[src/rtl/core/wcas_pkg.sv]
// Shared types, codes and constants of the wildfire cell step block.
// No dependencies; compiled first.
package wcas_pkg;

  localparam int IDX_W = 12;

  // Largest grid the block holds
  localparam int MAX_WIDTH  = 64;
  localparam int MAX_HEIGHT = 64;

  // Request codes
  localparam logic [1:0] REQ_WRITE  = 2'd0;
  localparam logic [1:0] REQ_UPDATE = 2'd1;
  localparam logic [1:0] REQ_SWAP   = 2'd2;

  // Cell burn states
  localparam logic [1:0] ST_UNBURNED = 2'd0;
  localparam logic [1:0] ST_BURNING  = 2'd1;
  localparam logic [1:0] ST_BURNED   = 2'd2;

  // Fixed-point constants
  localparam logic [16:0] ONE_Q16          = 17'h10000;
  localparam logic [15:0] INV_SQRT2_Q16    = 16'd46341;
  localparam logic [15:0] EIGHT_TENTHS_Q16 = 16'd52429;
  localparam logic [12:0] TALLY_MAX        = 13'd8191;
  localparam logic [15:0] FUEL_CAP         = 16'd256;

  // Configuration register indexes
  typedef enum logic [2:0] {
    REG_GRID_WIDTH    = 3'd0,
    REG_GRID_HEIGHT   = 3'd1,
    REG_BURN_RATE     = 3'd2,
    REG_BASE_SPREAD   = 3'd3,
    REG_WIND_STRENGTH = 3'd4,
    REG_WIND_COS      = 3'd5,
    REG_WIND_SIN      = 3'd6,
    REG_INV_SLOPE     = 3'd7
  } cfg_reg_t;

  // Operations of the shared multiplier
  typedef enum logic [3:0] {
    OP_NONE, OP_MF, OP_PV, OP_PM, OP_PB, OP_AD, OP_WF, OP_SE, OP_PW, OP_PS,
    OP_PD, OP_Q
  } mul_op_t;

  typedef struct packed {
    logic [6:0]         grid_width;
    logic [6:0]         grid_height;
    logic [15:0]        fuel_burn;
    logic [15:0]        spread_gain;
    logic [15:0]        wind_gain;
    logic signed [15:0] wind_cos;
    logic signed [15:0] wind_sin;
    logic [15:0]        inv_slope_scale;
  } cfg_t;

  typedef struct packed {
    logic [1:0]         req_type;
    logic [11:0]        cell_index;
    logic [1:0]         cell_state;
    logic [15:0]        cell_fuel;
    logic [15:0]        cell_moisture;
    logic [15:0]        cell_vegetation;
    logic signed [15:0] cell_elevation;
    logic [15:0]        random_draw;
  } in_item_t;

  typedef struct packed {
    logic [1:0]  new_state;
    logic [15:0] new_fuel;
    logic        now_burning;
    logic [12:0] burning_total;
  } out_item_t;

  // Commands from the controller to the datapath
  typedef struct packed {
    logic    accept;
    logic    wr_first;
    logic    wr_second;
    logic    div_start;
    logic    div_step;
    logic    rd_center;
    logic    latch_center;
    logic    q_init;
    mul_op_t mul_op;
    logic    nb_first;
    logic    nb_next;
    logic    rd_nb;
    logic    latch_nb;
    logic    finish;
    logic    res_null;
    logic    do_swap;
    logic    out_load;
  } ctrl_cmd_t;

  // Status from the datapath to the controller
  typedef struct packed {
    logic [1:0] req;
    logic       in_range;
    logic       div_done;
    logic       center_unburned;
    logic       nb_valid;
    logic       nb_burning;
    logic       nb_last;
    logic       out_free;
  } dp_status_t;

  // Neighbor order: row offset -1..1, column offset -1..1, center skipped
  function automatic logic signed [1:0] nb_dr(input logic [2:0] k);
    logic signed [1:0] r;
    case (k)
      3'd0, 3'd1, 3'd2: r = -2'sd1;
      3'd3, 3'd4:       r = 2'sd0;
      default:          r = 2'sd1;
    endcase
    return r;
  endfunction

  function automatic logic signed [1:0] nb_dc(input logic [2:0] k);
    logic signed [1:0] c;
    case (k)
      3'd0, 3'd3, 3'd5: c = -2'sd1;
      3'd1, 3'd6:       c = 2'sd0;
      default:          c = 2'sd1;
    endcase
    return c;
  endfunction

endpackage

[src/rtl/core/wcas_ctrl.sv]
// Controller state machine of the cell step block.
// Depends on wcas_pkg; drives the datapath through ctrl_cmd_t.
module wcas_ctrl (
  input  logic                clk,
  input  logic                rst,
  input  logic                in_valid,
  output logic                in_ready,
  input  wcas_pkg::dp_status_t status,
  output wcas_pkg::ctrl_cmd_t  cmd
);
  import wcas_pkg::*;

  typedef enum logic [19:0] {
    S_IDLE     = 20'h00001,
    S_DISPATCH = 20'h00002,
    S_WR_A     = 20'h00004,
    S_WR_B     = 20'h00008,
    S_DIV      = 20'h00010,
    S_CDATA    = 20'h00020,
    S_PV       = 20'h00040,
    S_PM       = 20'h00080,
    S_PB       = 20'h00100,
    S_NADDR    = 20'h00200,
    S_NDATA    = 20'h00400,
    S_WF       = 20'h00800,
    S_SE       = 20'h01000,
    S_PW       = 20'h02000,
    S_PS       = 20'h04000,
    S_PD       = 20'h08000,
    S_PQ       = 20'h10000,
    S_FIN      = 20'h20000,
    S_SWAP     = 20'h40000,
    S_DONE     = 20'h80000
  } state_t;

  state_t state, state_next;

  assign in_ready = (state == S_IDLE);

  // Advance state
  always_ff @(posedge clk) begin
    if (rst) begin
      state <= S_IDLE;
    end else begin
      state <= state_next;
    end
  end

  // Next state and commands
  always_comb begin
    state_next = state;
    cmd        = '0;
    cmd.mul_op = OP_NONE;
    unique case (state)
      S_IDLE: begin
        if (in_valid) begin
          cmd.accept = 1'b1;
          state_next = S_DISPATCH;
        end
      end
      S_DISPATCH: begin
        if (status.req == REQ_SWAP) begin
          state_next = S_SWAP;
        end else if (status.in_range && status.req == REQ_WRITE) begin
          state_next = S_WR_A;
        end else if (status.in_range && status.req == REQ_UPDATE) begin
          cmd.div_start = 1'b1;
          cmd.rd_center = 1'b1;
          state_next    = S_DIV;
        end else begin
          cmd.res_null = 1'b1;
          state_next   = S_DONE;
        end
      end
      S_WR_A: begin
        cmd.wr_first = 1'b1;
        state_next   = S_WR_B;
      end
      S_WR_B: begin
        cmd.wr_second = 1'b1;
        state_next    = S_DONE;
      end
      S_DIV: begin
        if (status.div_done) begin
          state_next = S_CDATA;
        end else begin
          cmd.div_step = 1'b1;
        end
      end
      S_CDATA: begin
        cmd.latch_center = 1'b1;
        cmd.q_init       = 1'b1;
        cmd.mul_op       = OP_MF;
        state_next       = status.center_unburned ? S_PV : S_FIN;
      end
      S_PV: begin
        cmd.mul_op = OP_PV;
        state_next = S_PM;
      end
      S_PM: begin
        cmd.mul_op = OP_PM;
        state_next = S_PB;
      end
      S_PB: begin
        cmd.mul_op   = OP_PB;
        cmd.nb_first = 1'b1;
        state_next   = S_NADDR;
      end
      S_NADDR: begin
        if (status.nb_valid) begin
          cmd.rd_nb  = 1'b1;
          state_next = S_NDATA;
        end else if (status.nb_last) begin
          state_next = S_FIN;
        end else begin
          cmd.nb_next = 1'b1;
        end
      end
      S_NDATA: begin
        cmd.latch_nb = 1'b1;
        cmd.mul_op   = OP_AD;
        if (status.nb_burning) begin
          state_next = S_WF;
        end else if (status.nb_last) begin
          state_next = S_FIN;
        end else begin
          cmd.nb_next = 1'b1;
          state_next  = S_NADDR;
        end
      end
      S_WF: begin
        cmd.mul_op = OP_WF;
        state_next = S_SE;
      end
      S_SE: begin
        cmd.mul_op = OP_SE;
        state_next = S_PW;
      end
      S_PW: begin
        cmd.mul_op = OP_PW;
        state_next = S_PS;
      end
      S_PS: begin
        cmd.mul_op = OP_PS;
        state_next = S_PD;
      end
      S_PD: begin
        cmd.mul_op = OP_PD;
        state_next = S_PQ;
      end
      S_PQ: begin
        cmd.mul_op = OP_Q;
        if (status.nb_last) begin
          state_next = S_FIN;
        end else begin
          cmd.nb_next = 1'b1;
          state_next  = S_NADDR;
        end
      end
      S_FIN: begin
        cmd.finish = 1'b1;
        state_next = S_DONE;
      end
      S_SWAP: begin
        cmd.do_swap = 1'b1;
        state_next  = S_DONE;
      end
      S_DONE: begin
        if (status.out_free) begin
          cmd.out_load = 1'b1;
          state_next   = S_IDLE;
        end
      end
      default: state_next = S_IDLE;
    endcase
  end

endmodule

[config.mk]
export PLATFORM = sky130hd
export DESIGN_NAME = wcas_ctrl
export DESIGN_NICKNAME = d
export VERILOG_FILES = /design/src/rtl/core/wcas_pkg.sv /design/src/rtl/core/wcas_ctrl.sv
export SDC_FILE = /design/constraint.sdc
export NUM_CORES = 1
export LEC_CHECK = 0
export CORE_MARGIN = 5
export CORE_UTILIZATION = 35
export CTS_BUF_LIST = sky130_fd_sc_hd__clkbuf_8
export DETAILED_ROUTE_END_ITERATION = 10
export DONT_BUFFER_PORTS = 1
export PLACE_DENSITY_LB_ADDON = 0.2
export SKIP_CTS_REPAIR_TIMING = 1
export SYNTH_ARGS = -nofsm -noshare
export SYNTH_HDL_FRONTEND = slang
export SYNTH_SLANG_ARGS = --single-unit
[constraint.sdc]
create_clock -name clk -period 1.87 [get_ports clk]
set_input_delay 0.2805 -clock clk [delete_from_list [all_inputs] [get_ports clk]]
set_output_delay 0.2805 -clock clk [all_outputs]
set_load 0.01 [all_outputs]
==> impl_metrics.ini, run 1 <==
[outcome]
status = finished, violations left
violations = negative setup slack

[power]
p_switching_mw = 0.647
p_sw_share_pct = 37.0
ir_worst_vdd_mv = 0.427
power.internal_mw = 1.10
pwr_density_cell_mw_per_mm2 = 761
p_clk_share_pct = 20.0
pwr-share-comb_pct = 53.4
leakagePower_nw = 0.959
seqPwrFrac_pct = 26.6

[clock_network]
htreeDepth = 1
clock_sinks = 20
cts.reportedPaths.clkPinSlew_ns = 0.08
cts-root-buf = clkbuf_8
clk_path_buf_depth = 2
cts_made_buffers = 3
cts_tree = done
clk_latency_ns = 0.27

[die]
core_mm2 = 0.00372
dieArea_mm2 = 0.00524
dieHeight_um = 72.4
die_x_um = 72.4
ios = 33
initial_core_util_pct = 36.7
rows = 22

[global_route]
track_usage_pct = 15.3
grt.overflow.total = 0
grt_pass1_vias = 1374
grt_max_degree = 16
antenna_found_initial = 0
grt_pass1_wl_mm = 6.38

[sta]
slew_headroom_pct = 75.4
fin_crit_ns = 2.33
holdWs_ns = 0.0641
rsz0062_at_grt = true
clock.fmax_mhz = 430
finalClockSkew_ns = 0.00346
setup_ws_ns = -0.458
drv_slew = 0
period_share_pct = 125
hold_viol_final = 0
final-setup-viol-count = 24
tightest_slew_ns = 0.366

[yosys]
yosys_warnings = 0
ys.flop_type = dfxtp_1
synth_top_area_share_pct = 29.4
avgSynthCellArea_um2 = 8.21
synth_area_leader_cell = dfxtp_1
synth_cell_types = 44
syn-num-nets = 178
synth-edff-count = 0
synth-seq-cells = 20
synth_area_leaders = dfxtp_1 29%, nor4_4 6.2%, nor3_1 5.9%
async_flop_share_pct = 0
synth_seq_area_share_pct = 29.4
syn_area_mm2 = 0.00136
syn_inst = 166

[critical_path]
slowest_delay_ns = 0.41
r2r_setup_slack_ns = -0.24
cp-end-kind = output pin
start_kind = flip-flop
crit_path_max_fanout = 5
slowest_stage = nor4_4
path_buf_inv = 3
cpMostUsedCell = buf_4
crit_type = flip-flop to output pin
path_cells = nor4_4, buf_4, buf_6, and4_4, nand2_4, nor4b_4, buf_4
critPathArrivalTime_ns = 2.05
cp.required_ns = 1.59
cp_top_family = simple AND/OR/NAND/NOR gates

[drt]
drc = 0
drt_pass1_iterations = 4
vias = 1524
drt-wirelength-per-cell_um = 17.7
antenna_left = 0
drt-vias-per-instance = 5.60
drtIter0Drc = 119
wirelength_mm = 4.80

[cells_and_area]
fin_nets = 237
drive_above_1_share_pct = 60.7
antenna_cells = 0
largest_register_ff_count = 20
reg_top3 = state: 20 flops
area_growth_pct = 68.4
regMostFlops = state

[placed_design]
hpwl_mm = 3.14
portBuffers = 0
gp_congestion = 0.827
place_ws_ns = -0.131

[flow_run]
cap_violations = 0

[worst_hold_path]
hp-class = primary input to flip-flop
==> power groups by stage <==
| stage | clock network, mW | logic (mW) | registers [mW] |
|---|---|---|---|
| after global routing | 0.369 | 0.992 | 0.466 |
| after detailed placement | 0 | 0.559 | 0.474 |
| after CTS | 0.351 | 0.561 | 0.464 |
| after global placement | 0 | 0.550 | 0.475 |
| after floorplan | 0 | 0.300 | 0.489 |
| final | 0.348 | 0.933 | 0.465 |
==> synth_stat cells (all sizes together) (2+ instances only) <==
cell / number
o21ai: 5
and4b: 2
a21oi: 3
nand2: 7
buf: 7
nand3: 8
nor4b: 3
nand3b: 2
and3: 2
nand4: 6
dfxtp: 20
nand2b: 3
and4: 2
xnor2: 5
and2b: 2
o211ai: 2
clkbuf: 2
nor3b: 5
nor4: 11
nor2: 21
xor2: 4
nor3: 16
inv: 9
nand4b: 3
==> cells in the final DEF, fill, tap and decap left out, types with 3 or more instances in the layout <==
cell | netlist | routed
nor3_1 | 16 | 5
nor3_4 | 0 | 8
inv_2 | 0 | 4
clkbuf_8 | 0 | 4
nor2_1 | 21 | 15
dfxtp_2 | 0 | 10
nor2_2 | 0 | 3
nand3_4 | 0 | 3
dfxtp_1 | 20 | 10
nor3_2 | 0 | 3
nand4_1 | 5 | 5
xnor2_1 | 5 | 5
o21ai_0 | 5 | 5
nand2b_1 | 3 | 3
nor3b_2 | 0 | 3
nand4b_1 | 3 | 3
inv_1 | 9 | 5
buf_4 | 7 | 50
nor2_4 | 0 | 3
nor4_4 | 4 | 7
nand2_1 | 7 | 6
xor2_1 | 4 | 4
nand3_2 | 0 | 3
buf_6 | 0 | 14
==> area by class of cell <==
| cell class | instances | area, um^2 |
|---|---|---|
| timing repair buffer | 64 | 533 |
| sequential | 20 | 413 |
| inverter | 9 | 33.8 |
| tap | 48 | 60.1 |
| multi-input combinational | 127 | 1200 |
| fill | 294 | 1420 |
| clock buffer | 4 | 55.1 |
==> worst register-to-register path, delay by kind of cell, from the launching register on <==
family	cells	cell delay, ns
AOI/OAI and AO/OA	2	0.33
DFF	1	0.35
buffers and inverters	3	0.53
and+or+nand+nor	3	0.82
==> through the flow <==
stage	power [mW]	TNS [ns]	util, %	instances	area [um^2]
floorplan	0.789	-0.344	-	166	1410
global placement	1.02	-1.53	47.3	254	1760
detailed placement	1.03	-0.924	47.3	254	1760
CTS	1.38	-7.34	48.8	258	1810
global route	1.83	-9.15	61.8	272	2290
finish	1.75	-6.12	61.8	272	2290
==> path summary, 6_finish.rpt <==
path	to	depth (start not counted)	from
worst max register to register	state[0]	8	state[10]
worst min register to register	state[13]	2	state[13]
worst min-delay path	state[3]	1	rst
worst max-delay path	cmd[3]	7	state[10]
==> per-layer routing <==
layer	GRT usage, %	vias to the layer above	share of wire (%)
met1	19.3	745	41
li1	-	721	-
met2	25.7	50	51
met4	4.30	0	1.7
met3	4.16	8	6.0
met5	0	-	0
==> cell families after synthesis <==
logic type,count (synthesis),synth area share (%)
xor gates and xnor gates,9,5.78
and+or+nand+nor,100,47.8
AOI/OAI and AO/OA,18,9.00
DFF,20,29.4
buffers and inverters,19,7.99
(Power assumes the default switching activity.)
==> inputs of run 2 (changes only) <==
==> constraint.sdc (replaced) <==
create_clock -name clk -period 2.7 [get_ports clk]
set_input_delay 0.405 -clock clk [delete_from_list [all_inputs] [get_ports clk]]
set_output_delay 0.405 -clock clk [all_outputs]
set_load 0.01 [all_outputs]
==> impl_metrics.ini, run 2 (synthesis results as in run 1) <==
[clock_network]
clk_latency_ns = 0.25
clk_path_buf_depth = 2
cts_tree = done
clock_sinks = 20
htreeDepth = 1
cts-root-buf = clkbuf_8
cts_made_buffers = 3
cts.reportedPaths.clkPinSlew_ns = 0.07

[critical_path]
critPathArrivalTime_ns = 2.19
rr_endpoint = state[0]
r2r_start = state[15]
cp.required_ns = 2.30
crit_type = flip-flop to output pin
start_kind = flip-flop
r2r_setup_slack_ns = 0.53
r2r_cells = 6
crit_path_max_fanout = 9
cp-end-kind = output pin

[drt]
drt_pass1_iterations = 4
drt-vias-per-instance = 5.72
antenna_left = 0
drt-wirelength-per-cell_um = 16.6
drtIter0Drc = 57
vias = 1224
wirelength_mm = 3.56
drc = 0

[global_route]
track_usage_pct = 14.3
grt_max_degree = 16
grt_pass1_wl_mm = 5.92
antenna_found_initial = 0
grt_pass1_vias = 1213
grt.overflow.total = 0

[cells_and_area]
layout_commonest_cell = nor2_1
layout_common_cells = 21 x nor2_1, 20 x dfxtp_1, 14 x nor3_1
fin_util_pct = 39.4
final_area_mm2 = 0.00146
reg_top3 = state: 20 flops
drive_above_1_share_pct = 14.5
largest_register_ff_count = 20
regMostFlops = state
fin_nets = 180
area_growth_pct = 7.44
antenna_cells = 0

[flow_run]
cap_violations = 0

[sta]
hold_viol_final = 0
tightest_slew_ns = 0.619
period_share_pct = 95.9
finalClockSkew_ns = 0.00151
drv_slew = 0
clock.fmax_mhz = 386
fin_crit_ns = 2.59
final-setup-viol-count = 0
slew_headroom_pct = 58.2

[placed_design]
hpwl_mm = 2.77
dpl-instance-area_mm2 = 0.00139
portBuffers = 0
gp_congestion = 0.964

[worst_hold_path]
holdPathEnd = state[9]
min_path_cells = 1
hp-class = primary input to flip-flop
holdCritStartpoint = rst

[power]
leakagePower_nw = 0.584
pwr-share-comb_pct = 33.8
p_switching_mw = 0.283
seqPwrFrac_pct = 42.0
power.internal_mw = 0.521
pwr_density_cell_mw_per_mm2 = 549
total_power_mw = 0.803
ir_worst_vdd_mv = 0.299
p_sw_share_pct = 35.2
p_clk_share_pct = 24.1

[die]
dieArea_mm2 = 0.00524
die_x_um = 72.4
ios = 33
initial_core_util_pct = 36.7
rows = 22
core_mm2 = 0.00372
dieHeight_um = 72.4

[outcome]
status = finished, final reports clean
## run 2: changes by cell type in the layout (fill, tap and decap cells not counted), sizes merged
cell	before	now
buf	64	7
clkbuf	4	3
## run 2: layer usage
metal | vias up | global-route usage (%) | wire length, um
li1 | 608 | - | -
met1 | 566 | 17.0 | 1530
met2 | 44 | 23.5 | 1700
met3 | 6 | 5.54 | 267
met4 | 0 | 4.92 | 66
met5 | - | 0 | 0
## run 2: how the worst max path moves through the flow
stage / end / cells past startpoint / slack (ns) / from
after detailed placement: cmd[17] / 5 / 0.39 / state[10]
after global routing: cmd[17] / 5 / -0.003 / state[15]
after floorplan: cmd[8] / 5 / 0.35 / state[19]
after global placement: cmd[17] / 5 / 0.39 / state[10]
final: cmd[3] / 5 / 0.11 / state[9]
after CTS: cmd[17] / 5 / 0.1 / state[10]
## run 2: power by group through the flow
| stage | sequential, mW | combinational, mW | clock, mW |
|---|---|---|---|
| floorplan | 0.338 | 0.198 | 0 |
| global placement | 0.342 | 0.261 | 0 |
| detailed placement | 0.345 | 0.264 | 0 |
| CTS | 0.338 | 0.264 | 0.207 |
| global route | 0.344 | 0.305 | 0.216 |
| finish | 0.337 | 0.272 | 0.194 |
## run 2: worst max-delay path, stage by stage (launching register included)
cell and delay (ns):
dfxtp_1 0.43, nor4_4 0.39, buf_4 0.19, and4_1 0.24
nand2_1 0.12, nor4b_1 0.55
## run 2: final cells by class
cell class / instances / area [um^2]
fill: 389 / 2250
inverter: 9 / 33.8
sequential: 20 / 400
multi-input combinational: 127 / 876
tap: 48 / 60.1
timing repair buffer: 7 / 52.6
clock buffer: 3 / 41.3
## run 2: through the flow
| stage | cells | TNS (ns) | hold slack [ns] | worst slack (ns) |
|---|---|---|---|---|
| floorplan | 166 | 0 | 0.477 | 0.354 |
| global placement | 209 | 0 | 0.481 | 0.392 |
| detailed placement | 209 | 0 | 0.480 | 0.392 |
| CTS | 212 | 0 | 0.201 | 0.0979 |
| global route | 214 | -0.00291 | 0.196 | -0.00291 |
| finish | 214 | 0 | 0.212 | 0.109 |
==> inputs of run 3 (changes only) <==
--- a/config.mk
+++ b/config.mk
@@ -5,12 +5,14 @@
 export SDC_FILE = /design/constraint.sdc
 export NUM_CORES = 1
 export LEC_CHECK = 0
+export CAP_MARGIN = 20
 export CORE_MARGIN = 5
 export CORE_UTILIZATION = 35
 export CTS_BUF_LIST = sky130_fd_sc_hd__clkbuf_8
 export DETAILED_ROUTE_END_ITERATION = 10
 export DONT_BUFFER_PORTS = 1
 export PLACE_DENSITY_LB_ADDON = 0.2
+export REMOVE_ABC_BUFFERS = 1
 export SKIP_CTS_REPAIR_TIMING = 1
 export SYNTH_ARGS = -nofsm -noshare
 export SYNTH_HDL_FRONTEND = slang
==> impl_metrics.ini, run 3 (synthesis results as in run 1) <==
[outcome]
status = finished, final reports clean

[cells_and_area]
regMostFlops = state
largest_register_ff_count = 20
antenna_cells = 0
fill_cells = 406
fin_nets = 181
drive_above_1_share_pct = 13.7
fin_util_pct = 39.8
final_area_mm2 = 0.00148
reg_top3 = state: 20 flops
area_growth_pct = 8.45
layout_commonest_cell = nor2_1
layout_common_cells = 21 x nor2_1, 20 x dfxtp_1, 16 x nor3_1

[critical_path]
rr_endpoint = state[0]
r2r_cells = 7
slowest_stage = dfxtp_1
r2r_setup_slack_ns = 0.56
cp.required_ns = 2.30
cp-end-kind = output pin
path_buf_inv = 2
crit_type = flip-flop to output pin
crit_path_max_fanout = 9
start_kind = flip-flop
slowest_delay_ns = 0.43
critPathArrivalTime_ns = 2.19
cp_top_family = simple AND/OR/NAND/NOR gates
path_cells = nor4_4, buf_4, nand4_2, or3_1, or3b_1, inv_1
r2r_start = state[18]

[worst_hold_path]
holdPathEnd = state[9]
min_path_cells = 1
holdCritStartpoint = rst
hp-class = primary input to flip-flop

[sta]
tns_ns = 0
clock.fmax_mhz = 385
fin_crit_ns = 2.60
drv_slew = 0
hold_viol_final = 0
final-setup-viol-count = 0
setup_ws_ns = 0.102
period_share_pct = 96.2
slew_headroom_pct = 56.8
finalClockSkew_ns = 0.00252
tightest_slew_ns = 0.639

[placed_design]
gp_congestion = 0.876
dpl-instance-area_mm2 = 0.00137
hpwl_mm = 2.64
portBuffers = 0
place_ws_ns = 0.301

[clock_network]
cts-root-buf = clkbuf_8
cts_made_buffers = 3
cts.reportedPaths.clkPinSlew_ns = 0.07
cts_tree = done
clock_sinks = 20
htreeDepth = 1
clk_path_buf_depth = 2
clk_latency_ns = 0.26

[drt]
drc = 0
drtIter0Drc = 69
antenna_left = 0
wirelength_mm = 3.36
drt_pass1_iterations = 4
drt-wirelength-per-cell_um = 15.6
drt-vias-per-instance = 5.68
vias = 1227

[flow_run]
cap_violations = 0

[global_route]
grt_pass1_wl_mm = 5.64
grt_max_degree = 16
antenna_found_initial = 0
track_usage_pct = 13.5
grt_pass1_vias = 1159
grt.overflow.total = 0

[power]
ir_worst_vdd_mv = 0.188
leakagePower_nw = 0.589
pwr_density_cell_mw_per_mm2 = 564

[die]
rows = 22
dieHeight_um = 72.4
core_mm2 = 0.00372
dieArea_mm2 = 0.00524
die_x_um = 72.4
ios = 33
initial_core_util_pct = 36.7
==> run 3: per-stage QoR <==
stage / instances / total power, mW / hold WS, ns
final: 216 / 0.834 / 0.203
after global routing: 216 / 0.889 / 0.195
after CTS: 211 / 0.823 / 0.199
after detailed placement: 207 / 0.593 / 0.478
after global placement: 207 / 0.594 / 0.475
after floorplan: 156 / 0.534 / 0.474
==> run 3: power by group <==
group | switching [mW] | leakage (nW) | internal (mW) | total (mW)
sequential | 0.0322 | 0.162 | 0.310 | 0.342
clock | 0.101 | 0.0288 | 0.130 | 0.231
combinational | 0.153 | 0.399 | 0.109 | 0.261
total | 0.285 | 0.589 | 0.549 | 0.834
==> run 3: how the worst max path moves through the flow <==
stage	start	to	slack [ns]	cells after the start
global route	state[9]	cmd[17]	-0.02	6
global placement	state[0]	cmd[8]	0.28	5
CTS	state[0]	cmd[8]	-0.009	5
floorplan	state[19]	cmd[8]	0.13	5
detailed placement	state[0]	cmd[8]	0.30	5
finish	state[9]	cmd[17]	0.10	6
==> run 3: layout make-up <==
class,count,area [um^2],area share [%]
Clock buffer,4,55.1,3.73
Inverter,9,33.8,2.29
Multi-Input combinational cell,127,868,58.8
Sequential cell,20,400,27.1
Tap cell,48,60.1,4.06
Timing Repair Buffer,8,60.1,4.06
==> run 3: per-layer routing <==
layer | vias up | share of wire, % | GRT usage [%] | routed length, um
li1 | 609 | - | - | -
met1 | 584 | 45 | 17.4 | 1510
met2 | 29 | 48 | 21.8 | 1600
met3 | 5 | 5.8 | 3.05 | 194
met4 | 0 | 1.7 | 4.92 | 56
met5 | - | 0 | 0 | 0
